===== src/rtl/assert_macros.svh =====
// Assertion macros included by the RTL queue module
`ifndef ASSERT_MACROS_SVH
`define ASSERT_MACROS_SVH
`ifndef SYNTHESIS
`define CED_ASSERT(lbl, clk, rst_n, prop, msg) \
  lbl: assert property (@(posedge clk) disable iff (!rst_n) prop) else $error(msg);
`define CED_ASSERT_NEXT(lbl, clk, rst_n, pre, post, msg) \
  lbl: assert property (@(posedge clk) disable iff (!rst_n) pre |=> post) else $error(msg);
`else
`define CED_ASSERT(lbl, clk, rst_n, prop, msg)
`define CED_ASSERT_NEXT(lbl, clk, rst_n, pre, post, msg)
`endif
`endif


===== src/rtl/ced_pkg.sv =====
// Types, codes and kernel tables of the compass edge detector
package ced_pkg;

  localparam int WIDTH_REG_W  = 11;
  localparam int HEIGHT_REG_W = 16;
  localparam int KSET_REG_W   = 2;
  localparam int PIX_W        = 8;
  localparam int MAG_W        = 12;
  localparam int DIR_W        = 2;
  localparam int RESP_W       = 13;
  localparam int NUM_SETS     = 3;
  localparam int NUM_DIRS     = 4;
  localparam int NUM_TAPS     = 9;
  localparam int QUEUE_DEPTH  = 2;
  localparam int APB_ADDR_W   = 4;
  localparam int APB_DATA_W   = 32;

  localparam logic [WIDTH_REG_W-1:0]  WIDTH_RESET  = 11'd640;
  localparam logic [HEIGHT_REG_W-1:0] HEIGHT_RESET = 16'd480;

  typedef enum logic [1:0] {
    REG_IMAGE_WIDTH  = 2'd0,
    REG_IMAGE_HEIGHT = 2'd1,
    REG_KERNEL_SET   = 2'd2
  } reg_index_e;

  typedef enum logic [KSET_REG_W-1:0] {
    KSET_PREWITT = 2'd0,
    KSET_SOBEL   = 2'd1,
    KSET_KIRSCH  = 2'd2
  } kernel_set_e;

  typedef struct packed {
    logic [WIDTH_REG_W-1:0]  image_width;
    logic [HEIGHT_REG_W-1:0] image_height;
    logic [KSET_REG_W-1:0]   kernel_set;
  } cfg_t;

  typedef struct packed {
    logic [NUM_TAPS-1:0][PIX_W-1:0] pix;
    logic                           last;
  } win_item_t;

  typedef logic signed [3:0] coef_t;

  // [set][direction][row*3+col]
  localparam coef_t KERNELS [NUM_SETS][NUM_DIRS][NUM_TAPS] = '{
    '{
      '{-4'sd1,  4'sd0,  4'sd1, -4'sd1,  4'sd0,  4'sd1, -4'sd1,  4'sd0,  4'sd1},
      '{-4'sd1, -4'sd1, -4'sd1,  4'sd0,  4'sd0,  4'sd0,  4'sd1,  4'sd1,  4'sd1},
      '{ 4'sd0,  4'sd1,  4'sd1, -4'sd1,  4'sd0,  4'sd1, -4'sd1, -4'sd1,  4'sd0},
      '{ 4'sd1,  4'sd1,  4'sd0,  4'sd1,  4'sd0, -4'sd1,  4'sd0, -4'sd1, -4'sd1}
    },
    '{
      '{-4'sd1,  4'sd0,  4'sd1, -4'sd2,  4'sd0,  4'sd2, -4'sd1,  4'sd0,  4'sd1},
      '{-4'sd1, -4'sd2, -4'sd1,  4'sd0,  4'sd0,  4'sd0,  4'sd1,  4'sd2,  4'sd1},
      '{ 4'sd0,  4'sd1,  4'sd2, -4'sd1,  4'sd0,  4'sd1, -4'sd2, -4'sd1,  4'sd0},
      '{ 4'sd2,  4'sd1,  4'sd0,  4'sd1,  4'sd0, -4'sd1,  4'sd0, -4'sd1, -4'sd2}
    },
    '{
      '{-4'sd3, -4'sd3,  4'sd5, -4'sd3,  4'sd0,  4'sd5, -4'sd3, -4'sd3,  4'sd5},
      '{-4'sd3, -4'sd3, -4'sd3,  4'sd5,  4'sd0, -4'sd3,  4'sd5,  4'sd5, -4'sd3},
      '{-4'sd3,  4'sd5,  4'sd5, -4'sd3,  4'sd0,  4'sd5, -4'sd3, -4'sd3, -4'sd3},
      '{ 4'sd5,  4'sd5, -4'sd3,  4'sd5,  4'sd0, -4'sd3, -4'sd3, -4'sd3, -4'sd3}
    }
  };

endpackage


===== src/rtl/ced_result_if.sv =====
// Edge result output channel
interface ced_result_if;
  logic                      valid;
  logic                      ready;
  logic [ced_pkg::MAG_W-1:0] magnitude;
  logic [ced_pkg::DIR_W-1:0] direction;
  logic                      last_of_frame;

  modport source (output valid, output magnitude, output direction, output last_of_frame,
                  input ready);
  modport sink (input valid, input magnitude, input direction, input last_of_frame,
                output ready);
endinterface


===== src/rtl/ced_back.sv =====
// Back end: four directional kernels, maximum selection and output register
module ced_back (
  input  logic               clk_i,
  input  logic               rst_ni,
  input  ced_pkg::cfg_t      cfg_i,
  input  logic               empty_i,
  input  ced_pkg::win_item_t item_i,
  output logic               pop_o,
  ced_result_if.source       res_o
);

  localparam int RW = ced_pkg::RESP_W;
  localparam int ND = ced_pkg::NUM_DIRS;
  localparam int NS = ced_pkg::NUM_SETS;
  localparam int NT = ced_pkg::NUM_TAPS;
  localparam int PW = ced_pkg::PIX_W;

  logic signed [RW-1:0] sums [NS][ND];
  logic signed [RW-1:0] resp_sel [ND];
  logic signed [RW-1:0] resp_a_q [ND];
  logic                 last_a_q;
  logic                 a_valid_q;
  logic                 a_en;
  logic                 out_en;
  logic [RW-1:0]        abs_v [ND];
  logic [RW-1:0]        best;
  logic [ced_pkg::DIR_W-1:0] best_dir;
  logic [ced_pkg::MAG_W-1:0] mag_q;
  logic [ced_pkg::DIR_W-1:0] dir_q;
  logic                 last_q;
  logic                 out_valid_q;

  assign out_en = !out_valid_q || res_o.ready;
  assign a_en   = !a_valid_q || out_en;
  assign pop_o  = !empty_i && a_en;

  always_comb begin
    for (int s = 0; s < NS; s++) begin
      for (int d = 0; d < ND; d++) begin
        sums[s][d] = '0;
        for (int k = 0; k < NT; k++) begin
          sums[s][d] = sums[s][d] + RW'($signed({{(RW - PW){1'b0}}, item_i.pix[k]})
                       * RW'(ced_pkg::KERNELS[s][d][k]));
        end
      end
    end
  end

  always_comb begin
    for (int d = 0; d < ND; d++) begin
      case (cfg_i.kernel_set)
        ced_pkg::KSET_SOBEL:  resp_sel[d] = sums[1][d];
        ced_pkg::KSET_KIRSCH: resp_sel[d] = sums[2][d];
        default:              resp_sel[d] = sums[0][d];
      endcase
    end
  end

  always_comb begin
    best     = '0;
    best_dir = '0;
    for (int d = 0; d < ND; d++) begin
      abs_v[d] = resp_a_q[d][RW-1] ? RW'(-resp_a_q[d]) : RW'(resp_a_q[d]);
      if (abs_v[d] > best) begin
        best     = abs_v[d];
        best_dir = ced_pkg::DIR_W'(d);
      end
    end
  end

  always_ff @(posedge clk_i or negedge rst_ni) begin
    if (!rst_ni) begin
      a_valid_q   <= 1'b0;
      out_valid_q <= 1'b0;
    end else begin
      if (a_en) begin
        a_valid_q <= !empty_i;
      end
      if (out_en) begin
        out_valid_q <= a_valid_q;
      end
    end
  end

  always_ff @(posedge clk_i) begin
    if (pop_o) begin
      resp_a_q <= resp_sel;
      last_a_q <= item_i.last;
    end
    if (out_en && a_valid_q) begin
      mag_q  <= ced_pkg::MAG_W'(best);
      dir_q  <= best_dir;
      last_q <= last_a_q;
    end
  end

  assign res_o.valid         = out_valid_q;
  assign res_o.magnitude     = mag_q;
  assign res_o.direction     = dir_q;
  assign res_o.last_of_frame = last_q;

endmodule

===== src/flat_wrapper.sv =====
// flat-port wrapper written by rule: the top's interface ports become plain ports
module ced_back_flat 
  (clk_i, rst_ni, cfg_i, empty_i, item_i, pop_o, res_o_valid, res_o_magnitude, res_o_direction, res_o_last_of_frame, res_o_ready);
  ced_result_if res_o_i ();
  input  logic clk_i;
  input  logic rst_ni;
  input  ced_pkg::cfg_t cfg_i;
  input  logic empty_i;
  input  ced_pkg::win_item_t item_i;
  output logic pop_o;
  output wire logic [$bits(res_o_i.valid)-1:0] res_o_valid;
  output wire logic [$bits(res_o_i.magnitude)-1:0] res_o_magnitude;
  output wire logic [$bits(res_o_i.direction)-1:0] res_o_direction;
  output wire logic [$bits(res_o_i.last_of_frame)-1:0] res_o_last_of_frame;
  input wire logic [$bits(res_o_i.ready)-1:0] res_o_ready;
  assign res_o_valid = res_o_i.valid;
  assign res_o_magnitude = res_o_i.magnitude;
  assign res_o_direction = res_o_i.direction;
  assign res_o_last_of_frame = res_o_i.last_of_frame;
  assign res_o_i.ready = res_o_ready;
  ced_back u_core (.clk_i(clk_i), .rst_ni(rst_ni), .cfg_i(cfg_i), .empty_i(empty_i), .item_i(item_i), .pop_o(pop_o), .res_o(res_o_i));
endmodule

===== config.mk =====
export PLATFORM = sky130hd
export DESIGN_NAME = ced_back_flat
export DESIGN_NICKNAME = d
export VERILOG_FILES = /design/src/rtl/assert_macros.svh /design/src/rtl/ced_pkg.sv /design/src/rtl/ced_result_if.sv /design/src/rtl/ced_back.sv /design/src/flat_wrapper.sv
export SDC_FILE = /design/constraint.sdc
export NUM_CORES = 2
export LEC_CHECK = 0
export BUFFER_PORTS_ARGS = -buffer_cell sky130_fd_sc_hd__clkbuf_2
export CAP_MARGIN = 10
export CORE_MARGIN = 2
export CORE_UTILIZATION = 60
export CTS_CLUSTER_DIAMETER = 200
export CTS_CLUSTER_SIZE = 12
export DETAILED_ROUTE_END_ITERATION = 8
export GPL_TIMING_DRIVEN = 0
export HOLD_SLACK_MARGIN = 0.1
export PLACE_DENSITY = 0.8
export SYNTH_ARGS = -nofsm -noshare
export SYNTH_HDL_FRONTEND = slang
export SYNTH_SLANG_ARGS = --single-unit
export TNS_END_PERCENT = 100

===== constraint.sdc =====
create_clock -name clk_i -period 7.15 [get_ports clk_i]
set_input_delay 1.43 -clock clk_i [delete_from_list [all_inputs] [get_ports clk_i]]
set_output_delay 1.43 -clock clk_i [all_outputs]
set_load 0.005 [all_outputs]

# ---- After elaboration in Yosys (flattened, before gate mapping)
# Index checks and enable logic that the tools add are counted.
dict set report classes {
  add_sub_neg 82
  mul 16
  n_div 0
  order_cmp 4
  n_eq_ne 2
  n_shift 0
  muxes 14
  bitwise_logic 0
  reduce_logical 8
}
# cell n
set ops {}
lappend ops {{13-bit adder} 47}
lappend ops {{13-bit by 9-bit adder with 13-bit output} 13}
lappend ops {{8-bit negator with 13-bit output} 8}
lappend ops {{13-bit one-hot mux with 2 select lines} 4}
lappend ops {{9-bit by 3-bit multiplier with 12-bit output, second input constant} 8}
lappend ops {{13-bit two-way mux} 7}
lappend ops {{8-bit by 3-bit multiplier with 11-bit output, second input constant} 8}
lappend ops {{13-bit negator} 4}
lappend ops {{8-bit negator with 12-bit output} 4}
lappend ops {{13-bit greater-than comparator} 3}
lappend ops {{13-bit by 10-bit adder with 13-bit output} 2}
lappend ops {{8-bit by 8-bit adder with 9-bit output} 2}
lappend ops {{13-bit by 1-bit greater-than comparator with 1-bit output, second input constant} 1}
lappend ops {{12-bit two-way mux} 1}
lappend ops {{8-bit by 9-bit adder with 10-bit output} 1}
lappend ops {{9-bit by 8-bit adder with 10-bit output} 1}
lappend ops {{1-bit logical NOT} 3}
lappend ops {{2-bit by 1-bit equality test with 1-bit output, second input constant} 1}
lappend ops {{2-bit equality test, second input constant} 1}
lappend ops {{1-bit logical AND} 2}
lappend ops {{1-bit logical OR} 2}
lappend ops {{1-bit two-way mux} 2}
lappend ops {{2-bit OR reduction} 1}
dict set report word_totals {
  regBits 70
  latch_bits 0
  ram_bits 0
  romBits 0
  inputBits 106
  elab_cells 137
  n_memories 0
}

# ---- Logic depth before layout (Yosys ltp)
dict set report logic_depth {
  word_depth 10
  depth_mapped 35
  depth_no_buf 32
}

# ---- Worst setup path after synthesis
# OpenSTA, ideal clock, no wires.
dict set report synth_path {
  kind {flip-flop to flip-flop}
  start {reg u_core.resp_a_q[39] (netlist name)}
  end {reg u_core.dir_q (netlist bit u_core.res_o.direction[1]) (data pin)}
  setup_time_ns 0.268
  arrival_time_ns 7.407
  required_time_ns 6.882
  slack_ns -0.525
  stages_incl_launch_ff 34
  n_path_buf 4
  period_less_slack_ns 7.675
  path_cell_list {edfxtp_1 -> inv_1 -> ha_1 -> or3b_2 -> o31ai_1 -> xor2_1 -> nand4_1 -> o41ai_1 -> ha_1 -> nor2b_1 -> o21a_1 -> o21ai_0 -> a211oi_1 -> o21ai_0 -> clkbuf_1 -> o21ai_0 -> nand2_1 -> ha_1 -> a21o_1 -> a21o_1 -> a21oi_1 -> o211ai_1 -> nand2_1 -> clkbuf_1 -> a31oi_1 -> ha_1 -> and4_1 -> a2111oi_0 -> o211ai_1 -> a221o_1 -> clkbuf_1 -> nand2_1 -> clkbuf_1 -> nand2_1}
}
dict set report synth_via {
  elab_chain_cells 10
}
# item line
set synth_rtl {}
lappend synth_rtl {{start: declaration} ced_back.sv:20} ;# logic signed [RW-1:0] resp_a_q [ND];
lappend synth_rtl {{start signal: assignment} ced_back.sv:87} ;# resp_a_q <= resp_sel;
lappend synth_rtl {{13-bit negator} ced_back.sv:63} ;# abs_v[d] = resp_a_q[d][RW-1] ? RW'(-resp_a_q[d]) : RW'(resp_a_q[d]);
lappend synth_rtl {{13-bit two-way mux *} ced_back.sv:63}
lappend synth_rtl {{13-bit by 1-bit greater-than comparator with 1-bit output} ced_back.sv:64} ;# if (abs_v[d] > best) begin
lappend synth_rtl {{13-bit two-way mux *} ced_back.sv:64}
lappend synth_rtl {{13-bit greater-than comparator} ced_back.sv:64}
lappend synth_rtl {{13-bit two-way mux *} ced_back.sv:64}
lappend synth_rtl {{13-bit greater-than comparator} ced_back.sv:64}
lappend synth_rtl {{13-bit two-way mux} ced_back.sv:64}
lappend synth_rtl {{13-bit greater-than comparator} ced_back.sv:64}
lappend synth_rtl {{2-bit OR reduction (no line) *} --}
lappend synth_rtl {{end signal: assignment} ced_back.sv:92} ;# dir_q <= best_dir;
lappend synth_rtl {{end: declaration} ced_back.sv:29} ;# logic [ced_pkg::DIR_W-1:0] dir_q;
# Every way passes the cells marked *; elsewhere a longest branch is shown, timed or not.
# A chain may end at the register's enable or synchronous reset.

==> results_dict.tcl <==
set metrics [dict create \
    slew_violations 0 \
    tns_ns -6.70 \
    worstHoldStart "u_core.last_a_q" \
    firstDrtPassIters 8 \
    fillers 3564 \
    ys_ff_latch 70 \
    synth_seq_area_share_pct 6.63 \
    drt_iter0_drc 3466 \
    dpl.hpwl_um 89200 \
    hp-class "flop to flop" \
    failed_checks "negative setup slack" \
    clock_path_buffers 2 \
    crit_path_end_kind "flop" \
    ant_nets 0 \
    clk_latency_ns 0.34 \
    syn_nets 4582 \
    critPathArrivalTime_ns 7.82 \
    outcome "finished, violations left" \
    r2r_cells 30 \
    grt_pass1_wl_um 166000 \
    cts_root_buf "clkbuf_16" \
    ys_top_cells_by_area "fa_1, ha_1, inv_1" \
    io_pins 123 \
    dpl_worst_slack_ns -2.15 \
    initial_utilization_pct 60.4 \
    synth.distinct_cells 67 \
    seq_area_sq_um 2090 \
    numPortBuffers 87 \
    drc 0 \
    rsz0062_at_grt "true" \
    final.period_utilization_pct 109 \
    final_hold_viol_count 0 \
    required_ns 7.17 \
    nNetsFinal 4845 \
    synth_top_area_share_pct 30.3 \
    async_flop_share_pct 2.86 \
    layout_setup_ws_ns -0.650 \
    synthCells 3442 \
    crit_fanout 7 \
    vias 28044 \
    totalWireLength_um 121000 \
    grt_max_degree 34 \
    min_period_ns 7.80 \
    die_w_um 233 \
    min_to "u_core.res_o.last_of_frame" \
    synth-edff-count 68 \
    reg2reg_slack_ns -0.19 \
    fmax_mhz 128 \
    worst_slew_pin_slew_ns 1.08 \
    setup_violations 34 \
    cts.clk_slew.worst_paths_ns 0.07 \
    multiInputGateArea_sq_um 29000 \
    fin_area_sq_um 37800 \
    crit_type "primary input to flop" \
    cts_sinks 70 \
    grt_overflow 0 \
    maxCapViolCount 0 \
    die_y_um 233 \
    synth-warning-count 0 \
    core_sq_um 52200 \
    grt_usage_pct 41.5 \
    synth_area_per_cell_sq_um 9.17 \
    cts_made_buffers 9 \
    clock_skew_ns 0.0122 \
    netlist_area_sq_um 31600 \
    die_area_sq_um 54500 \
    tritoncts "yes" \
    timing.rr.end "u_core.res_o.magnitude[0]" \
    dpl_cell_area_sq_um 33000 \
    start_kind "primary input" \
    grt_pass1_vias 27134 \
    holdPathStages 0 \
    place_congestion 1.05 \
    max_slew_margin_pct 28.2 \
    antenna_found_initial 3 \
    syn2layout_area_growth_pct 19.8 \
    yosysTopAreaCell "fa_1" \
    rows 84 \
    synth_flop_cell "edfxtp_1" \
    wl_per_cell_um 27.6 \
    r2r_start "u_core.resp_a_q[39]" \
    htreeDepth 3 \
    vias_per_cell 6.37 \
    drive_gt1_share_pct 18.6 \
]
cells in the mapped netlist, drive strengths merged (6+ instances only):
library cell and number:
a31oi 18, edfxtp 68, nand4 19, a211oi 9, a2bb2oi 9, nor2b 40, o21a 18, nand3 48
xnor2 272, mux2i 7, a22oi 12, a21oi 217, nor2 101, o21bai 63, a21o 69, and3 23
nand2 123, nand2b 21, nor4 19, or2 7, clkbuf 43, or4 9, o21ai 94, a211o 7
o41ai 19, a41oi 6, o31ai 15, fa 478, nor3 52, inv 804, or3 16, ha 556
o211ai 6, xor2 79, a221oi 35
layer usage:
layer | global-route usage, % | up-vias | part of all wire [%]
li1 | - | 11835 | -
met2 | 61.1 | 2179 | 40
met3 | 10.2 | 666 | 14
met5 | 0 | - | 0.020
met1 | 54.9 | 13360 | 35
met4 | 26.1 | 4 | 9.8
worst max-delay path by stage:
stage	start	endpoint	cells past startpoint
finish	item_i[6]	u_core.resp_a_q[51]	28
global route	item_i[6]	u_core.resp_a_q[51]	28
detailed placement	item_i[3]	u_core.resp_a_q[51]	27
CTS	item_i[27]	u_core.resp_a_q[51]	22
global placement	item_i[3]	u_core.resp_a_q[51]	27
floorplan	u_core.resp_a_q[39]	u_core.res_o.magnitude[0]	32
logic make-up (layout without fill, tap and decap cells):
family          count (synthesis)  in the layout  synth area share, %
other cells                     0              3                    0
fa+ha+maj                    1034           1034                 52.4
buf+inv                       851           1119                 10.1
mux                             8              8                0.270
compound gates                632            632                 13.0
xor+xnor                      353            353                 9.88
flops                          70             70                 6.63
simple gates                  494            494                 7.74
flip-flops by register name, summed over array words and instances, names as in the netlist:
name                        count
u_core.a_valid_q                1
u_core.last_a_q                 1
u_core.res_o.direction          2
u_core.res_o.last_of_frame      1
u_core.res_o.magnitude         12
u_core.res_o.valid              1
u_core.resp_a_q                52
cells in the final DEF, fill, tap and decap left out, types with 64 or more instances in the layout:
cell type  instances
ha_1             476
a21oi_1          133
ha_4              67
a21oi_2           64
xor2_1            72
a21o_1            69
inv_1            762
edfxtp_1          68
xnor2_1          231
fa_1             463
nand2_1          115
nor2_1            94
buf_4            156
what timing repair did:
item | in CTS | in global routing
hold buffers | 0 | 0
cloned | 2 | 1
pin swaps | 107 | 166
resized for setup | 346 | 288
buffers inserted | 85 | 80
setup endpoints to repair | 42 | 38
critical path: stages:
cell and delay [ns]:
clkbuf_2 0.25, ha_1 0.42, ha_2 0.45, ha_4 0.26, a21oi_4 0.26, o21bai_1 0.14
a21oi_2 0.23, buf_4 0.15, o21bai_1 0.06, a21o_1 0.22, inv_1 0.08, ha_2 0.27
nor2_1 0.09, nor2_2 0.21, o41ai_4 0.12, xor2_1 0.17, buf_4 0.16, fa_1 0.50
fa_1 0.55, inv_1 0.07, ha_4 0.26, ha_4 0.33, nor2_1 0.08, nor2_1 0.14
o41ai_2 0.10, xnor2_1 0.17, xnor2_2 0.37, o221ai_2 0.23
stage by stage:
step	hold slack (ns)	cells	util (%)
finish	0.434	4401	72.4
global route	0.445	4398	72.4
CTS	0.441	4320	68.5
detailed placement	0.426	4218	63.3
global placement	0.400	4217	63.2
floorplan	0.400	3442	-
final cells by class:
cell class,instances,share of cell area [%]
repair buffers,254,5.82
multi-input cells,2521,76.7
inverters,805,8.26
clock buffers,9,0.596
clock inverters,7,0.162
plain buffers,44,0.602
well taps,688,2.28
flip-flops and latches,70,5.53
diodes,3,0.0199
Power is not shown: default switching activity piles up to over one toggle a cycle in this logic, so the estimate is an artifact.
