### config.mk
export PLATFORM = sky130hd
export DESIGN_NAME = ced_queue
export DESIGN_NICKNAME = d
export VERILOG_FILES = /design/src/rtl/ced_pkg.sv /design/src/rtl/ced_queue.sv
export VERILOG_INCLUDE_DIRS = /design/src /design/src/rtl
export SDC_FILE = /design/constraint.sdc
export NUM_CORES = 1
export LEC_CHECK = 0
export ABC_AREA = 1
export BUFFER_PORTS_ARGS = -buffer_cell sky130_fd_sc_hd__buf_2
export CORE_UTILIZATION = 30
export CTS_CLUSTER_SIZE = 20
export DETAILED_ROUTE_END_ITERATION = 8
export PLACE_DENSITY = 0.48
export SKIP_LAST_GASP = 1
export SLEW_MARGIN = 5
export SYNTH_ARGS = -nofsm -noshare
export SYNTH_HDL_FRONTEND = slang
export SYNTH_SLANG_ARGS = --single-unit
### constraint.sdc
create_clock -name clk_i -period 5.31 [get_ports clk_i]
set_clock_uncertainty 0.1 [all_clocks]
set_input_delay 0.7965 -clock clk_i [delete_from_list [all_inputs] [get_ports clk_i]]
set_output_delay 0.7965 -clock clk_i [all_outputs]
set_load 0.005 [all_outputs]
### src/rtl/assert_macros.svh
// Assertion macros included by the RTL queue module
`ifndef ASSERT_MACROS_SVH
`define ASSERT_MACROS_SVH
`ifndef SYNTHESIS
`define CED_ASSERT(lbl, clk, rst_n, prop, msg) \
  lbl: assert property (@(posedge clk) disable iff (!rst_n) prop) else $error(msg);
`define CED_ASSERT_NEXT(lbl, clk, rst_n, pre, post, msg) \
  lbl: assert property (@(posedge clk) disable iff (!rst_n) pre |=> post) else $error(msg);
`else
`define CED_ASSERT(lbl, clk, rst_n, prop, msg)
`define CED_ASSERT_NEXT(lbl, clk, rst_n, pre, post, msg)
`endif
`endif

### src/rtl/ced_pkg.sv
// Types, codes and kernel tables of the compass edge detector
package ced_pkg;

  localparam int WIDTH_REG_W  = 11;
  localparam int HEIGHT_REG_W = 16;
  localparam int KSET_REG_W   = 2;
  localparam int PIX_W        = 8;
  localparam int MAG_W        = 12;
  localparam int DIR_W        = 2;
  localparam int RESP_W       = 13;
  localparam int NUM_SETS     = 3;
  localparam int NUM_DIRS     = 4;
  localparam int NUM_TAPS     = 9;
  localparam int QUEUE_DEPTH  = 2;
  localparam int APB_ADDR_W   = 4;
  localparam int APB_DATA_W   = 32;

  localparam logic [WIDTH_REG_W-1:0]  WIDTH_RESET  = 11'd640;
  localparam logic [HEIGHT_REG_W-1:0] HEIGHT_RESET = 16'd480;

  typedef enum logic [1:0] {
    REG_IMAGE_WIDTH  = 2'd0,
    REG_IMAGE_HEIGHT = 2'd1,
    REG_KERNEL_SET   = 2'd2
  } reg_index_e;

  typedef enum logic [KSET_REG_W-1:0] {
    KSET_PREWITT = 2'd0,
    KSET_SOBEL   = 2'd1,
    KSET_KIRSCH  = 2'd2
  } kernel_set_e;

  typedef struct packed {
    logic [WIDTH_REG_W-1:0]  image_width;
    logic [HEIGHT_REG_W-1:0] image_height;
    logic [KSET_REG_W-1:0]   kernel_set;
  } cfg_t;

  typedef struct packed {
    logic [NUM_TAPS-1:0][PIX_W-1:0] pix;
    logic                           last;
  } win_item_t;

  typedef logic signed [3:0] coef_t;

  // [set][direction][row*3+col]
  localparam coef_t KERNELS [NUM_SETS][NUM_DIRS][NUM_TAPS] = '{
    '{
      '{-4'sd1,  4'sd0,  4'sd1, -4'sd1,  4'sd0,  4'sd1, -4'sd1,  4'sd0,  4'sd1},
      '{-4'sd1, -4'sd1, -4'sd1,  4'sd0,  4'sd0,  4'sd0,  4'sd1,  4'sd1,  4'sd1},
      '{ 4'sd0,  4'sd1,  4'sd1, -4'sd1,  4'sd0,  4'sd1, -4'sd1, -4'sd1,  4'sd0},
      '{ 4'sd1,  4'sd1,  4'sd0,  4'sd1,  4'sd0, -4'sd1,  4'sd0, -4'sd1, -4'sd1}
    },
    '{
      '{-4'sd1,  4'sd0,  4'sd1, -4'sd2,  4'sd0,  4'sd2, -4'sd1,  4'sd0,  4'sd1},
      '{-4'sd1, -4'sd2, -4'sd1,  4'sd0,  4'sd0,  4'sd0,  4'sd1,  4'sd2,  4'sd1},
      '{ 4'sd0,  4'sd1,  4'sd2, -4'sd1,  4'sd0,  4'sd1, -4'sd2, -4'sd1,  4'sd0},
      '{ 4'sd2,  4'sd1,  4'sd0,  4'sd1,  4'sd0, -4'sd1,  4'sd0, -4'sd1, -4'sd2}
    },
    '{
      '{-4'sd3, -4'sd3,  4'sd5, -4'sd3,  4'sd0,  4'sd5, -4'sd3, -4'sd3,  4'sd5},
      '{-4'sd3, -4'sd3, -4'sd3,  4'sd5,  4'sd0, -4'sd3,  4'sd5,  4'sd5, -4'sd3},
      '{-4'sd3,  4'sd5,  4'sd5, -4'sd3,  4'sd0,  4'sd5, -4'sd3, -4'sd3, -4'sd3},
      '{ 4'sd5,  4'sd5, -4'sd3,  4'sd5,  4'sd0, -4'sd3, -4'sd3, -4'sd3, -4'sd3}
    }
  };

endpackage

### src/rtl/ced_queue.sv
// Short queue of interior windows between front and back
module ced_queue (
  input  logic               clk_i,
  input  logic               rst_ni,
  input  logic               push_i,
  input  ced_pkg::win_item_t item_i,
  output logic               full_o,
  input  logic               pop_i,
  output logic               empty_o,
  output ced_pkg::win_item_t item_o
);

  `include "assert_macros.svh"

  localparam int DEPTH = ced_pkg::QUEUE_DEPTH;
  localparam int PTR_W = (DEPTH > 1) ? $clog2(DEPTH) : 1;
  localparam int CNT_W = $clog2(DEPTH + 1);

  ced_pkg::win_item_t mem_q [DEPTH];
  logic [PTR_W-1:0] wr_ptr_q, wr_ptr_d;
  logic [PTR_W-1:0] rd_ptr_q, rd_ptr_d;
  logic [CNT_W-1:0] count_q, count_d;

  assign full_o  = (count_q == CNT_W'(DEPTH));
  assign empty_o = (count_q == '0);
  assign item_o  = mem_q[rd_ptr_q];

  always_comb begin
    wr_ptr_d = wr_ptr_q;
    rd_ptr_d = rd_ptr_q;
    count_d  = count_q;
    if (push_i) begin
      wr_ptr_d = (wr_ptr_q == PTR_W'(DEPTH - 1)) ? '0 : wr_ptr_q + PTR_W'(1);
    end
    if (pop_i) begin
      rd_ptr_d = (rd_ptr_q == PTR_W'(DEPTH - 1)) ? '0 : rd_ptr_q + PTR_W'(1);
    end
    if (push_i && !pop_i) begin
      count_d = count_q + CNT_W'(1);
    end else if (pop_i && !push_i) begin
      count_d = count_q - CNT_W'(1);
    end
  end

  always_ff @(posedge clk_i or negedge rst_ni) begin
    if (!rst_ni) begin
      wr_ptr_q <= '0;
      rd_ptr_q <= '0;
      count_q  <= '0;
    end else begin
      wr_ptr_q <= wr_ptr_d;
      rd_ptr_q <= rd_ptr_d;
      count_q  <= count_d;
    end
  end

  always_ff @(posedge clk_i) begin
    if (push_i) begin
      mem_q[wr_ptr_q] <= item_i;
    end
  end

  `CED_ASSERT(a_count_bound, clk_i, rst_ni, count_q <= CNT_W'(DEPTH), "queue overfilled")
  `CED_ASSERT(a_pop_nonempty, clk_i, rst_ni, pop_i |-> count_q != '0, "pop from empty queue")
  `CED_ASSERT(a_push_room, clk_i, rst_ni, push_i |-> (!full_o || pop_i), "push into full queue")
  `CED_ASSERT_NEXT(a_count_up, clk_i, rst_ni, push_i && !pop_i, count_q == $past(count_q) + CNT_W'(1), "count missed push")

endmodule

; Word-level counts from Yosys, hierarchy flattened
; Memories as Yosys holds them, arrays and structs flattened.
; Cells that the tools add are included.
[word_totals]
register_bits = 4
ram_bits = 146
inputBits = 77
wordCells = 21
memories = 1
[op_classes]
addsub = 4
eq_ne = 1
muxes = 6
reduce_logical = 6
[memory_table]
columns = memory, depth, word_bits, read_ports, rd_ports_with_merged_regs, write_ports, line
row1 = mem_q, 2, 73, 1, 0, 1, ced_queue.sv:19  ; ced_pkg::win_item_t mem_q [DEPTH];
[op_table]
columns = op, count
row1 = $mux 1, 4
row2 = $mux 2, 2
row3 = $add 1x1->1 const B, 2
row4 = $add 2x1->2 const B, 1
row5 = $eq 2x2->1 const B, 1
row6 = $logic_and 1x1->1, 2
row7 = $logic_not 1->1, 2
row8 = $logic_not 2->1, 1
row9 = $reduce_bool 2->1, 1
row10 = $sub 2x1->2 const B, 1

; Depth between registers and ports, before layout
; Gate-level depths: netlist of the first run.
[logic_depth]
depth_word = 4
depth_mapped = 7

; Least setup slack after synthesis of the first run
; Ideal clock, no wire load.
[synth_path]
path_type = input -> register
start = input push_i
end = memory mem_q[0][0] in the netlist's numbering, enable pin
setup_time_ps = 506
t_arrival_ps = 3896
required_time_ps = 4704
setup_slack_ps = 808
stages = 2
cell_sequence = inv_1 > nor2_1
[synth_between]
elab_chain_len = 2
[synth_lines]
columns = item, line
row1 = "start, declared", ced_queue.sv:5  ; input logic push_i,
row2 = $mux 1, ced_queue.sv:58  ; if (push_i) begin
row3 = $mux 1 (not written as such), ced_queue.sv:59  ; mem_q[wr_ptr_q] <= item_i;
row4 = "end, declared", ced_queue.sv:19
; Every way passes these cells.

==> results of run 1 <==
-- cells by family after synthesis --
group,count (synthesis)
flip-flops,150
multiplexers,73
buffers and inverters,15
AND/OR/NAND/NOR,10
XOR/XNOR,3
adder cells (fa/ha/maj),1
-- cells in the mapped netlist --
library cell               number
sky130_fd_sc_hd__buf_2          1
sky130_fd_sc_hd__buf_6          7
sky130_fd_sc_hd__dfrtp_1        4
sky130_fd_sc_hd__edfxtp_1     146
sky130_fd_sc_hd__ha_1           1
sky130_fd_sc_hd__inv_1          7
sky130_fd_sc_hd__mux2_2        13
sky130_fd_sc_hd__mux2_4        60
sky130_fd_sc_hd__nand2_1        5
sky130_fd_sc_hd__nand3_1        1
sky130_fd_sc_hd__nand4_1        1
sky130_fd_sc_hd__nor2_1         3
sky130_fd_sc_hd__xnor2_1        1
sky130_fd_sc_hd__xor2_1         2
-- path summary, 6_finish.rpt --
kind / startpoint / endpoint / slack (ns) / depth (start not counted)
min: rst_ni / wr_ptr_q / 0.07 / 1
min reg2reg: count_q[1] / count_q[1] / 0.42 / 2
max reg2reg: wr_ptr_q / mem_q[1][53] / 3.22 / 3
min in group clk_i: count_q[1] / count_q[1] / 0.42 / 2
max: rd_ptr_q / item_o[57] / 2.02 / 3
max in group asynchronous: rst_ni / rd_ptr_q / 4.90 / 1
-- cell type report --
type                            instances  area [um2]
Multi-Input combinational cell         87        1130
Tap cell                              234         293
Timing Repair Buffer                  155         786
Sequential cell                       150        4490
Clock inverter                         15         223
Clock buffer                           17         425
Inverter                                7        27.5
Antenna cell                            1        2.50
Fill cell                            1737       11300
-- power by group --
part / internal, mW / switching, mW / leakage, nW / total, mW
clock: 0.837 / 0.474 / 0.312 / 1.31
sequential: 1.58 / 0.149 / 1.42 / 1.73
combinational: 0.574 / 0.406 / 1.24 / 0.980
total: 2.99 / 1.03 / 2.96 / 4.02
-- state kept, by name, summed over array words and instances (netlist names) --
register / count
mem_q: 146
count_q: 2
wr_ptr_q: 1
rd_ptr_q: 1
-- routing by layer --
layer,vias to the layer above,track usage
met3,7,0.0397
li1,1321,-
met5,-,0
met2,90,0.176
met1,1373,0.126
met4,0,0.0538
-- metrics by stage --
stage	hold slack, ns	instances	cell area [um2]	setup WS (ns)
after detailed placement	0.400	633	6730	2.42
final	0.0738	666	7380	2.02
after CTS	0.0601	665	7380	1.96
after global routing	0.0634	665	7380	1.90
after floorplan	0.363	252	5720	0.808
after global placement	0.383	633	6730	2.42
==> results.md, run 1 <==
Synthesis:
- The simple-gate share of the synthesized area is 0.00722.
- Counting distinct cell types in the post-synthesis netlist gives 14.
- Of the synthesized area, sequential elements account for 0.784.
- Of all cell types, the one taking the most synthesized area is sky130_fd_sc_hd__edfxtp_1.
- The mapped netlist covers 5720 um2.
- The area fraction in compound gates after synthesis is 0.
- The post-synthesis net count is 330.
- The synthesized-area fraction occupied by adder cells is 0.00219.
- The dominant combinational cell family by area after synthesis is multiplexers.
- The post-synthesis mux area share is 0.183.
- The mean area per synthesized cell is 22.7 um2.
- Yosys printed 0 warnings.
- The gate count of the mapped netlist is 252.
- After synthesis, the cell types taking the most area are sky130_fd_sc_hd__edfxtp_1 (77%), sky130_fd_sc_hd__mux2_4 (16%), sky130_fd_sc_hd__mux2_2 (2.6%).
- The synthesized design contains 150 register bits.
- Of the total synthesized cell area, the portion taken by XOR and XNOR cells is 0.00459.
- The area share of the leading cell type in the synthesized netlist is 0.766.

Clocking:
- After clock tree synthesis, the clock-pin slew on the worst setup and hold paths is 0.06 ns.
- The post-cts repair resize count is 0.
- The H-tree depth is 4.
- The number of clock sinks is 150.
- The number of buffers inserted for hold repair after clock tree synthesis is 0.
- TritonCTS built the clock tree.
- The buffer type at the clock tree root is sky130_fd_sc_hd__clkbuf_16.
- The number of post-CTS setup repair buffers is 0.
- The insertion delay of the later-clocked pin in the worst-skew pair is 0.42 ns.
- The maximum clock path buffer count is 2.
- TritonCTS created 17 clock buffers.

Setup path:
- Grouping stages by cell kind, the critical path spends the most delay in flip-flops.
- The slowest cell on the critical path is sky130_fd_sc_hd__dfrtp_4.
- The required time of the critical path is 4.41 ns.
- The endpoint type of the worst setup path is an output port.
- STA classifies the critical path startpoint as a register.
- The category of the most critical setup path is reg -> out.
- Walking the worst path, the cells encountered are buf_4 -> mux2_2 -> buf_2.
- In this run the worst path has a maximum fanout of 43.
- On the worst path, the slowest cell contributes a delay of 0.94 ns.
- The critical path buffer and inverter count is 2.
- The data arrival time of the critical path is 2.40 ns.

Placement:
- The number of port buffers is 151.
- The congestion estimate from routability-driven global placement came to 0.644.
- The post-detailed-placement half-perimeter wirelength is 6500 um.

Drt:
- The detailed-routed wire length on met2 is 5030 um.
- The starting DRC count in detailed routing is 149.
- The total vias in the final route is 2,791.
- For this run, design rule violations remaining after detail routing come to 0.
- The first detailed-routing pass ran for 4 iterations.
- The final routed wire length divided by cell count is 15.5 um.
- The aggregate routed wire length is 10,300 um.
- Detailed routing placed a total of 642 um of wire on met3.
- The antenna violation net count after detailed routing is 0.
- After detailed routing, the number of vias per cell comes to 4.19.
- The top routing layer in use is met4.
- The total routed wire length on the met1 layer is 4500 um.

Die:
- The number of top-level pins is 152.
- For this configuration, the core starts out at a cell density of 0.306.
- The floorplan die height is 140 um.
- The initialized floorplan defines 50 standard-cell rows.
- The core region is 18,700 um2.
- The floorplan step set the die width to 140 um.
- The floorplan die area is 19,600 um2.

Timing:
- The post-route fraction of the period consumed by the critical path is 0.620.
- Setup repair after global routing left no endpoint under its margin.
- The final-report setup violation count is 0.
- The minimum period implied by the final worst setup slack is 3.29 ns.
- At the pin with the least slew margin, the transition time is 1.04 ns.
- The tightest slew margin relative to the limit is 0.306.
- Summed over all failing endpoints, the final setup total negative slack is 0 ns.
- The number of max-slew violations in the final report is 0.
- The total count of hold-check failures in the final report is 0.
- The maximum frequency from static timing analysis is 304 MHz.

GRT:
- The global-route wire length before repair is 15,400 um.
- The pin count of the biggest net entering global routing is 74.
- Global routing finished with a remaining overflow of 0.
- The overall track demand over capacity in global routing is 0.108.
- The number of global-route vias before repair is 2,846.
- The number of antenna violations at the first check in global routing is 1.

Pwr:
- VDD sags by at most 0.000298 V.
- The power per unit of standard cell area is 544 nW/um2.
- The design draws 4.02 mW.
- In this run the static leakage power is 2.96 nW.

Min path:
- The worst min-delay path class is in -> async.

Cells and area:
- The share of layout cells above drive strength 1 is 0.608.
- For this run, the share of the core covered by cells in the final layout is 0.395.
- The number of nets in the final layout is 496.
- The library cell used most frequently in the layout, excluding fill and tap cells, is sky130_fd_sc_hd__buf_2.
- The area added between synthesis and finish is 29.0%.
- In the layout the commonest cells are sky130_fd_sc_hd__buf_2 (151), sky130_fd_sc_hd__edfxtp_1 (146), sky130_fd_sc_hd__mux2_4 (60).

Run:
- Max-cap violations in this run came to 0.

Run status:
- The run finished with clean final reports.
(Power assumes the default switching activity.)
==> run 2: changes to the inputs <==
--- a/config.mk
+++ b/config.mk
@@ -6,7 +6,7 @@
 export SDC_FILE = /design/constraint.sdc
 export NUM_CORES = 1
 export LEC_CHECK = 0
-export ABC_AREA = 1
+export ABC_AREA = 0
 export BUFFER_PORTS_ARGS = -buffer_cell sky130_fd_sc_hd__buf_2
 export CORE_UTILIZATION = 30
 export CTS_CLUSTER_SIZE = 20
==> constraint.sdc (replaced) <==
create_clock -name clk_i -period 3.2 [get_ports clk_i]
set_clock_uncertainty 0.1 [all_clocks]
set_input_delay 0.48 -clock clk_i [delete_from_list [all_inputs] [get_ports clk_i]]
set_output_delay 0.48 -clock clk_i [all_outputs]
set_load 0.005 [all_outputs]
==> run 2 against run 1 <==
Compared with the run above: worst hold slack gained 0.080 ns; sequential cell count is the same; critical path depth is the same; non-clock buffer count grew 6; routed wire length grew 1.4%; clock power grew 63%; combinational power grew 76%.
==> results.md, run 2 <==
Synthesis:
- The biggest area contributor in the post-synthesis netlist is sky130_fd_sc_hd__edfxtp_1.
- The most instantiated library cell after synthesis is sky130_fd_sc_hd__edfxtp_1.
- After synthesis, the largest family of logic cells by area is multiplexers.
- The Yosys step of the flow raised 0 warnings.
- After synthesis, the share of cell area in mux cells is 0.184.
- By area the synthesized netlist is led by sky130_fd_sc_hd__edfxtp_1 (77%), sky130_fd_sc_hd__mux2_4 (16%), sky130_fd_sc_hd__mux2_2 (2.6%).
- The area share of the leading cell type in the synthesized netlist is 0.769.
- Sorting the synthesized cells by how often they occur yields sky130_fd_sc_hd__edfxtp_1 (146), sky130_fd_sc_hd__mux2_4 (60), sky130_fd_sc_hd__mux2_2 (13), sky130_fd_sc_hd__buf_6 (7).
- The xor and xnor fraction of the mapped netlist area is 0.00768.
- The number of flops mapped to enable cells by yosys is 146.
- The dominant register cell in the synthesized netlist is sky130_fd_sc_hd__edfxtp_1.
- The synthesized design contains 150 register bits.
- Yosys mapped the design onto 13 distinct sky130hd cell types.
- The mean area per synthesized cell is 23.5 um2.
- The cell area after synthesis is 5700 um2.
- The number of nets in the synthesized netlist is 321.
- The area fraction in compound gates after synthesis is 0.
- The share of the Yosys chip area taken by registers is 0.786.
- The simple-gate share of the synthesized area is 0.00461.
- Synthesis handed over a netlist of 243 instances.
- Of the total synthesized cell area, the portion taken by full adders, half adders and majority gates is 0.00219.
- Counting flops with an async set or reset pin after synthesis yields a share of 0.0267.

Timing:
- Setup violations remaining at the end of the flow were counted as 0.
- The maximum frequency from static timing analysis is 377 MHz.
- The worst hold slack is 0.154 ns.
- Setup repair after global routing left no endpoint under its margin.
- In the finished design, the share of the clock period the worst path needs comes to 0.829.
- The total count of hold-check failures in the final report is 0.
- The minimum period implied by the final worst setup slack is 2.65 ns.
- Headroom to the max-slew limit came out at 0.521.
- The number of max-slew violations in the final report is 0.
- The accumulated negative setup slack is 0 ns.
- The transition time of the tightest slew-check pin is 0.719 ns.
- Across all setup checks in the final design, the least slack found is 0.548 ns.

Cells and area:
- The count of fill cells added during filler insertion is 1,714.
- The final layout contains 493 nets.
- The commonest non-fill, non-tap cell in the layout is sky130_fd_sc_hd__buf_2.
- The library cells used most frequently in the layout, excluding fill and tap cells, are sky130_fd_sc_hd__buf_2 (151), sky130_fd_sc_hd__edfxtp_1 (146), sky130_fd_sc_hd__mux2_4 (60).
- The share of layout cells above drive strength 1 is 0.621.
- The register with the most flip-flops in the layout has 146 of them.
- In the final layout, the registers with the most flip-flops are mem_q: 146 flops, count_q: 2 flops.
- The final cell utilization of the core is 0.398.
- The largest register by flop count is mem_q.
- The count of cells in the finished layout, fillers not included, comes to 662.
- The antenna diode instance count is 0.
- From synthesis to final layout, the design area changed by 30.2%.
- After routing the design area is 7420 um2.

Pwr:
- Summed over all nets, the switching power comes to 1.69 mW.
- The design draws 6.70 mW.
- The worst-case vdd ir drop is 0.000535 V.
- Of the total power, the share spent switching nets is 0.252.
- The cell leakage power is 2.98 nW.
- The internal power is 5.01 mW.
- The combinational share of power is 0.257.
- The sequential group share of total power is 0.424.
- In this run the power density over the cells is 903 nW/um2.
- The clock share of power is 0.319.

Min path:
- In this run the worst hold path is classified as in -> reg.
- The source of the worst hold timing path is item_i[64].
- Along the worst hold path, the cell count comes to 1.

Run status:
- The flow ran to the end, and the final reports show no timing, DRC or antenna violations.

Clocking:
- The clock-pin slew on the worst setup and hold paths is 0.06 ns.
- The total CTS buffers is 17.
- Counting along the longest clock path gives a buffer depth of 2.
- After clock tree synthesis, the flow added hold-fix buffers numbering 1.
- The number of setup buffers added after CTS is 0.
- The buffer type at the clock tree root is sky130_fd_sc_hd__clkbuf_16.
- The tree built by TritonCTS fans out to 150 sinks.
- The TritonCTS clock tree is yes.
- The post-cts repair resize count is 0.
- The H-tree generated during clock tree synthesis spans 4 levels.
- For the worst-skew pair, the clock arrives at the later sink with an insertion delay of 0.41 ns.

GRT:
- For this run, the total global-route usage over all layers was measured as 0.113.
- The number of antenna violations at the first check in global routing was 2.
- The first global-routing pass estimated 16,100 um of wire.
- The number of global-route vias before repair was 2,999.
- Entering global routing, the biggest net connects 40 pins.
- The total overflow left after global routing is 0.

Setup path:
- The worst setup path is captured at an output port.
- The worst reg-to-reg path cell count is 2.
- In this run the worst setup path begins at rd_ptr_q.
- The required time of the critical path is 2.62 ns.
- The delay of the slowest critical-path stage is 0.89 ns.
- The critical path's top delay family is flip-flops.
- Counting buffers and inverters, the worst setup path is 3 cells deep.
- The critical path buffer and inverter count is 2.
- Of all nets on the critical path, the largest fanout is 36.
- Walking the worst path, the cells encountered are buf_12 -> mux2_2 -> buf_2.
- The worst setup path is launched from a register.
- The data arrival time of the critical path is 2.07 ns.
- On the critical path, the stage with the largest delay is an instance of sky130_fd_sc_hd__dfrtp_4.
- The category of the most critical setup path is reg -> out.
- The worst register-to-register path begins at wr_ptr_q.

Drt:
- The count of unresolved DRC violations after routing is 0.
- The detail route stage leaves a number of antenna-violating nets equal to 0.
- Using the TritonRoute via totals, the vias-per-cell ratio works out to 4.17.
- After detailed routing, the total wire length is 10,500 um.
- After the first detailed-routing iteration, the DRC count stood at 91.
- The first TritonRoute pass finished after 4 iterations.
- The final route contains 2,760 vias.
- The final routed wire length divided by cell count is 15.8 um.

Run:
- The max-cap violation count is 0.

Placement:
- The weighted congestion at the end of routability-driven global placement is 0.663.
- The number of port buffers is 151.
- The HPWL after detailed placement is 6780 um.
- At the placement stage, the worst setup path has a slack of 0.925 ns.
- The number of cells after detailed placement is 629.
- In this run the cell area measured after placement is 6770 um2.

Die:
- After floorplanning, the core was sized to cover 18,600 um2.
- From bottom edge to top edge, the die measures 140 um.
- The total number of placement rows is 50.
- The number of top-level pins is 152.
- The floorplan die area is 19,600 um2.
- In this run the horizontal extent of the chip is 140 um.
- The initial cell density of the core is 0.306.
[run 2: logic make-up (layout without fill, tap and decap cells)]
logic type / count (synthesis) / count (layout)
mux: 73 / 73
xor+xnor: 5 / 5
fa+ha+maj: 1 / 1
buf+inv: 9 / 194
flops: 150 / 150
simple gates: 5 / 5
[run 2: area by class of cell]
class / instances / area [um2] / area share
clock buffer: 19 / 433 / 0.0583
clock inverter: 13 / 205 / 0.0277
inverter: 1 / 3.75 / 0.000506
multi-input combinational: 84 / 1140 / 0.154
sequential: 150 / 4490 / 0.605
tap: 234 / 293 / 0.0395
timing repair buffer: 161 / 858 / 0.116
[run 2: metal layers]
| layer | up-vias | GRT usage | wire, um |
|---|---|---|---|
| li1 | 1304 | - | - |
| met4 | 2 | 0.0451 | 99 |
| met3 | 8 | 0.0588 | 902 |
| met1 | 1350 | 0.126 | 4360 |
| met2 | 96 | 0.181 | 5090 |
| met5 | - | 0 | 12 |
[run 2: path summary, 6_finish.rpt]
path / end / slack, ns
max: item_o[46] / 0.55
min: mem_q[0][64] / 0.15
min reg2reg: count_q[1] / 0.41
max reg2reg: mem_q[1][37] / 1.48
min in group asynchronous: count_q[1] / 0.32
max in group asynchronous: rd_ptr_q / 2.54
[run 2: power by group through the flow]
stage	combinational (mW)	clock [mW]	sequential (mW)
after floorplan	1.23	0	2.75
after global placement	1.76	0	2.88
after detailed placement	1.77	0	2.89
after CTS	1.78	2.21	2.85
after global routing	1.87	2.29	2.89
final	1.72	2.14	2.84
==> run 3: changes to the inputs <==
--- a/config.mk
+++ b/config.mk
@@ -11,7 +11,7 @@
 export CORE_UTILIZATION = 30
 export CTS_CLUSTER_SIZE = 20
 export DETAILED_ROUTE_END_ITERATION = 8
-export PLACE_DENSITY = 0.48
+export PLACE_DENSITY = 0.5
 export SKIP_LAST_GASP = 1
 export SLEW_MARGIN = 5
 export SYNTH_ARGS = -nofsm -noshare
==> constraint.sdc (replaced) <==
create_clock -name clk_i -period 2.3 [get_ports clk_i]
set_clock_uncertainty 0.1 [all_clocks]
set_input_delay 0.345 -clock clk_i [delete_from_list [all_inputs] [get_ports clk_i]]
set_output_delay 0.345 -clock clk_i [all_outputs]
set_load 0.005 [all_outputs]
==> run 3 against run 2 <==
Compared with the run above: largest cell class unchanged; clock power up 19%; critical path depth unchanged; clock-buffer cell count down 1; final area up 5.8%; sequential cell count unchanged; non-clock buffer count up 47.
==> results.md, run 3 (synthesis results as in run 2) <==
Clocking:
- The insertion delay of the later-clocked pin in the worst-skew pair is 0.41 ns.
- The number of clock sinks is 150.
- The maximum clock path buffer count is 2.
- The clock-pin slew on the worst setup and hold paths is 0.06 ns.
- The buffer type at the clock tree root is sky130_fd_sc_hd__clkbuf_16.
- TritonCTS built the clock tree.
- The H-tree depth is 4.
- The post-cts repair resize count is 0.
- TritonCTS created 17 clock buffers.

Timing:
- The total count of hold-check failures in the final report was 0.
- The worst pin sits at a relative slew slack of 0.671.
- Timing would allow up to 475 MHz.
- The post-route fraction of the period consumed by the critical path is 0.916.
- In the final timing run, aggregate negative setup slack is 0 ns.
- Setup repair after global routing left no endpoint under its margin.
- The transition time of the tightest slew-check pin is 0.493 ns.
- The tightest hold path in the finished design has a slack of 0.0192 ns.
- The number of max-slew violations in the final report came to 0.
- The final-report setup violation count is 0.
- The minimum period implied by the final worst setup slack is 2.11 ns.
- The setup slack after layout is 0.193 ns.

Setup path:
- The delay of the slowest critical-path stage is 0.54 ns.
- The critical path goes through buf_12 -> mux2_2 -> buf_2.
- The slowest stage of the critical path is the sky130_fd_sc_hd__dfrtp_4 cell.
- The worst setup path is launched from a register.
- Data arrives at the worst endpoint at 1.66 ns.
- STA classifies the critical path endpoint as an output port.
- Of all nets on the critical path, the largest fanout is 17.
- In this design, the largest share of critical-path delay is due to flip-flops.
- The category of the most critical setup path is reg -> out.
- The critical path buffer and inverter count is 2.
- The required time of the critical path is 1.86 ns.

Placement:
- The congestion estimate from routability-driven global placement came to 0.650.
- Detailed placement finished with a half-perimeter wire length of 6830 um.
- The worst setup timing slack at the placement stage is 0.407 ns.
- The standard cell area after detailed placement is 6820 um2.
- Input and output buffers added on the ports amount to 151.

Cells and area:
- Of the cells placed in the final design, the portion with a size suffix greater than 1 is 0.558.
- The library cells used most frequently in the layout, excluding fill and tap cells, are sky130_fd_sc_hd__buf_2 (151), sky130_fd_sc_hd__edfxtp_1 (146), sky130_fd_sc_hd__mux2_4 (60).
- The commonest non-fill, non-tap cell in the layout is sky130_fd_sc_hd__buf_2.
- The register with the most flip-flops in the layout has 146 of them.
- The number of nets in the final layout is 540.
- The count of fill cells added during filler insertion is 1,727.
- The largest registers in the layout are mem_q: 146 flops, count_q: 2 flops.
- Once layout is done, the placed cells without fillers occupy 7850 um2.
- The final cell utilization of the core is 0.421.
- The area added between synthesis and finish is 37.7%.
- The sequential cells in the finished layout cover a total of 4490 um2.
- mem_q holds more flip-flops than any other register.
- The antenna diode instance count is 0.
- The total area of multi-input combinational cells is 1140 um2.

Min path:
- The tightest min-delay check is of the in -> reg type.

GRT:
- Entering global routing, the biggest net connects 41 pins.
- Across every metal layer, demand over resource in global routing totals 0.114.
- The number of antenna violations at the first check in global routing is 0.
- The number of global-route vias before repair is 3,097.
- After global routing the overflow that remains totals 0.
- The first global-routing pass estimated 16,200 um of wire.

Die:
- Pin placement for this block handled 152 I/O pins.
- The total number of placement rows is 50.
- The initial cell density of the core is 0.306.
- The width of the die is 140 um.
- In this run the standard cell core region covers 18,600 um2.
- In this run the vertical extent of the chip is 140 um.
- The floorplan die area is 19,600 um2.

Drt:
- The total vias in the final route is 3,011.
- The first detailed-routing pass took 4 iterations.
- For this block, the routed nets add up to 10,800 um of wire.
- The via density per instance is 4.25.
- The final routed wire length divided by cell count is 15.2 um.
- The first routing iteration left 147 violations.
- The antenna violation net count after detailed routing is 0.
- After detailed routing, the number of remaining DRC violations is 0.

Pwr:
- IR analysis of the VDD net gives a maximum drop of 0.000589 V.
- The cell leakage power is 3.14 nW.
- The power per unit of standard cell area is 1160 nW/um2.

Run status:
- The flow ran to the end, and the final reports show no timing, DRC or antenna violations.

Run:
- The max-cap violation count is 0.
==> run 3: layer usage <==
metal | global-route usage | share of wire
met1 | 0.125 | 0.40
met3 | 0.0568 | 0.079
met5 | 0 | 0
met4 | 0.0434 | 0.0097
met2 | 0.190 | 0.51
==> run 3: area by class of cell <==
cell class | count | share of cell area
flip-flops and latches | 150 | 0.572
repair buffers | 208 | 0.177
multi-input cells | 84 | 0.145
clock buffers | 18 | 0.0547
well taps | 234 | 0.0373
clock inverters | 14 | 0.0140
inverters | 1 | 0.000478
==> run 3: repair_timing <==
item,4_1_cts,5_1_grt
hold endpoints to repair,36,57
hold buffers,17,30
setup buffers,2,0
endpoints found under the setup margin,36,0
==> run 3: metrics by stage <==
step,cells,power [mW]
CTS,679,9.20
finish,709,9.08
floorplan,243,5.51
detailed placement,628,6.56
global route,709,9.53
global placement,628,6.52
==> run 3: report_power, final <==
| part | switching [mW] | internal (mW) |
|---|---|---|
| clock network | 1.08 | 1.47 |
| logic | 1.16 | 1.56 |
| registers | 0.182 | 3.63 |
| total | 2.42 | 6.66 |
==> run 3: path summary, 6_finish.rpt <==
kind	endpoint	slack (ns)	startpoint	cells after the start
min in group asynchronous	count_q[0]	0.16	rst_ni	2
hold / removal	mem_q[0][15]	0.02	item_i[15]	1
setup / recovery	item_o[50]	0.19	rd_ptr_q	3
hold reg to reg	count_q[1]	0.40	count_q[1]	1
setup reg to reg	mem_q[1][71]	0.75	wr_ptr_q	2
max in group asynchronous	rd_ptr_q	1.79	rst_ni	2
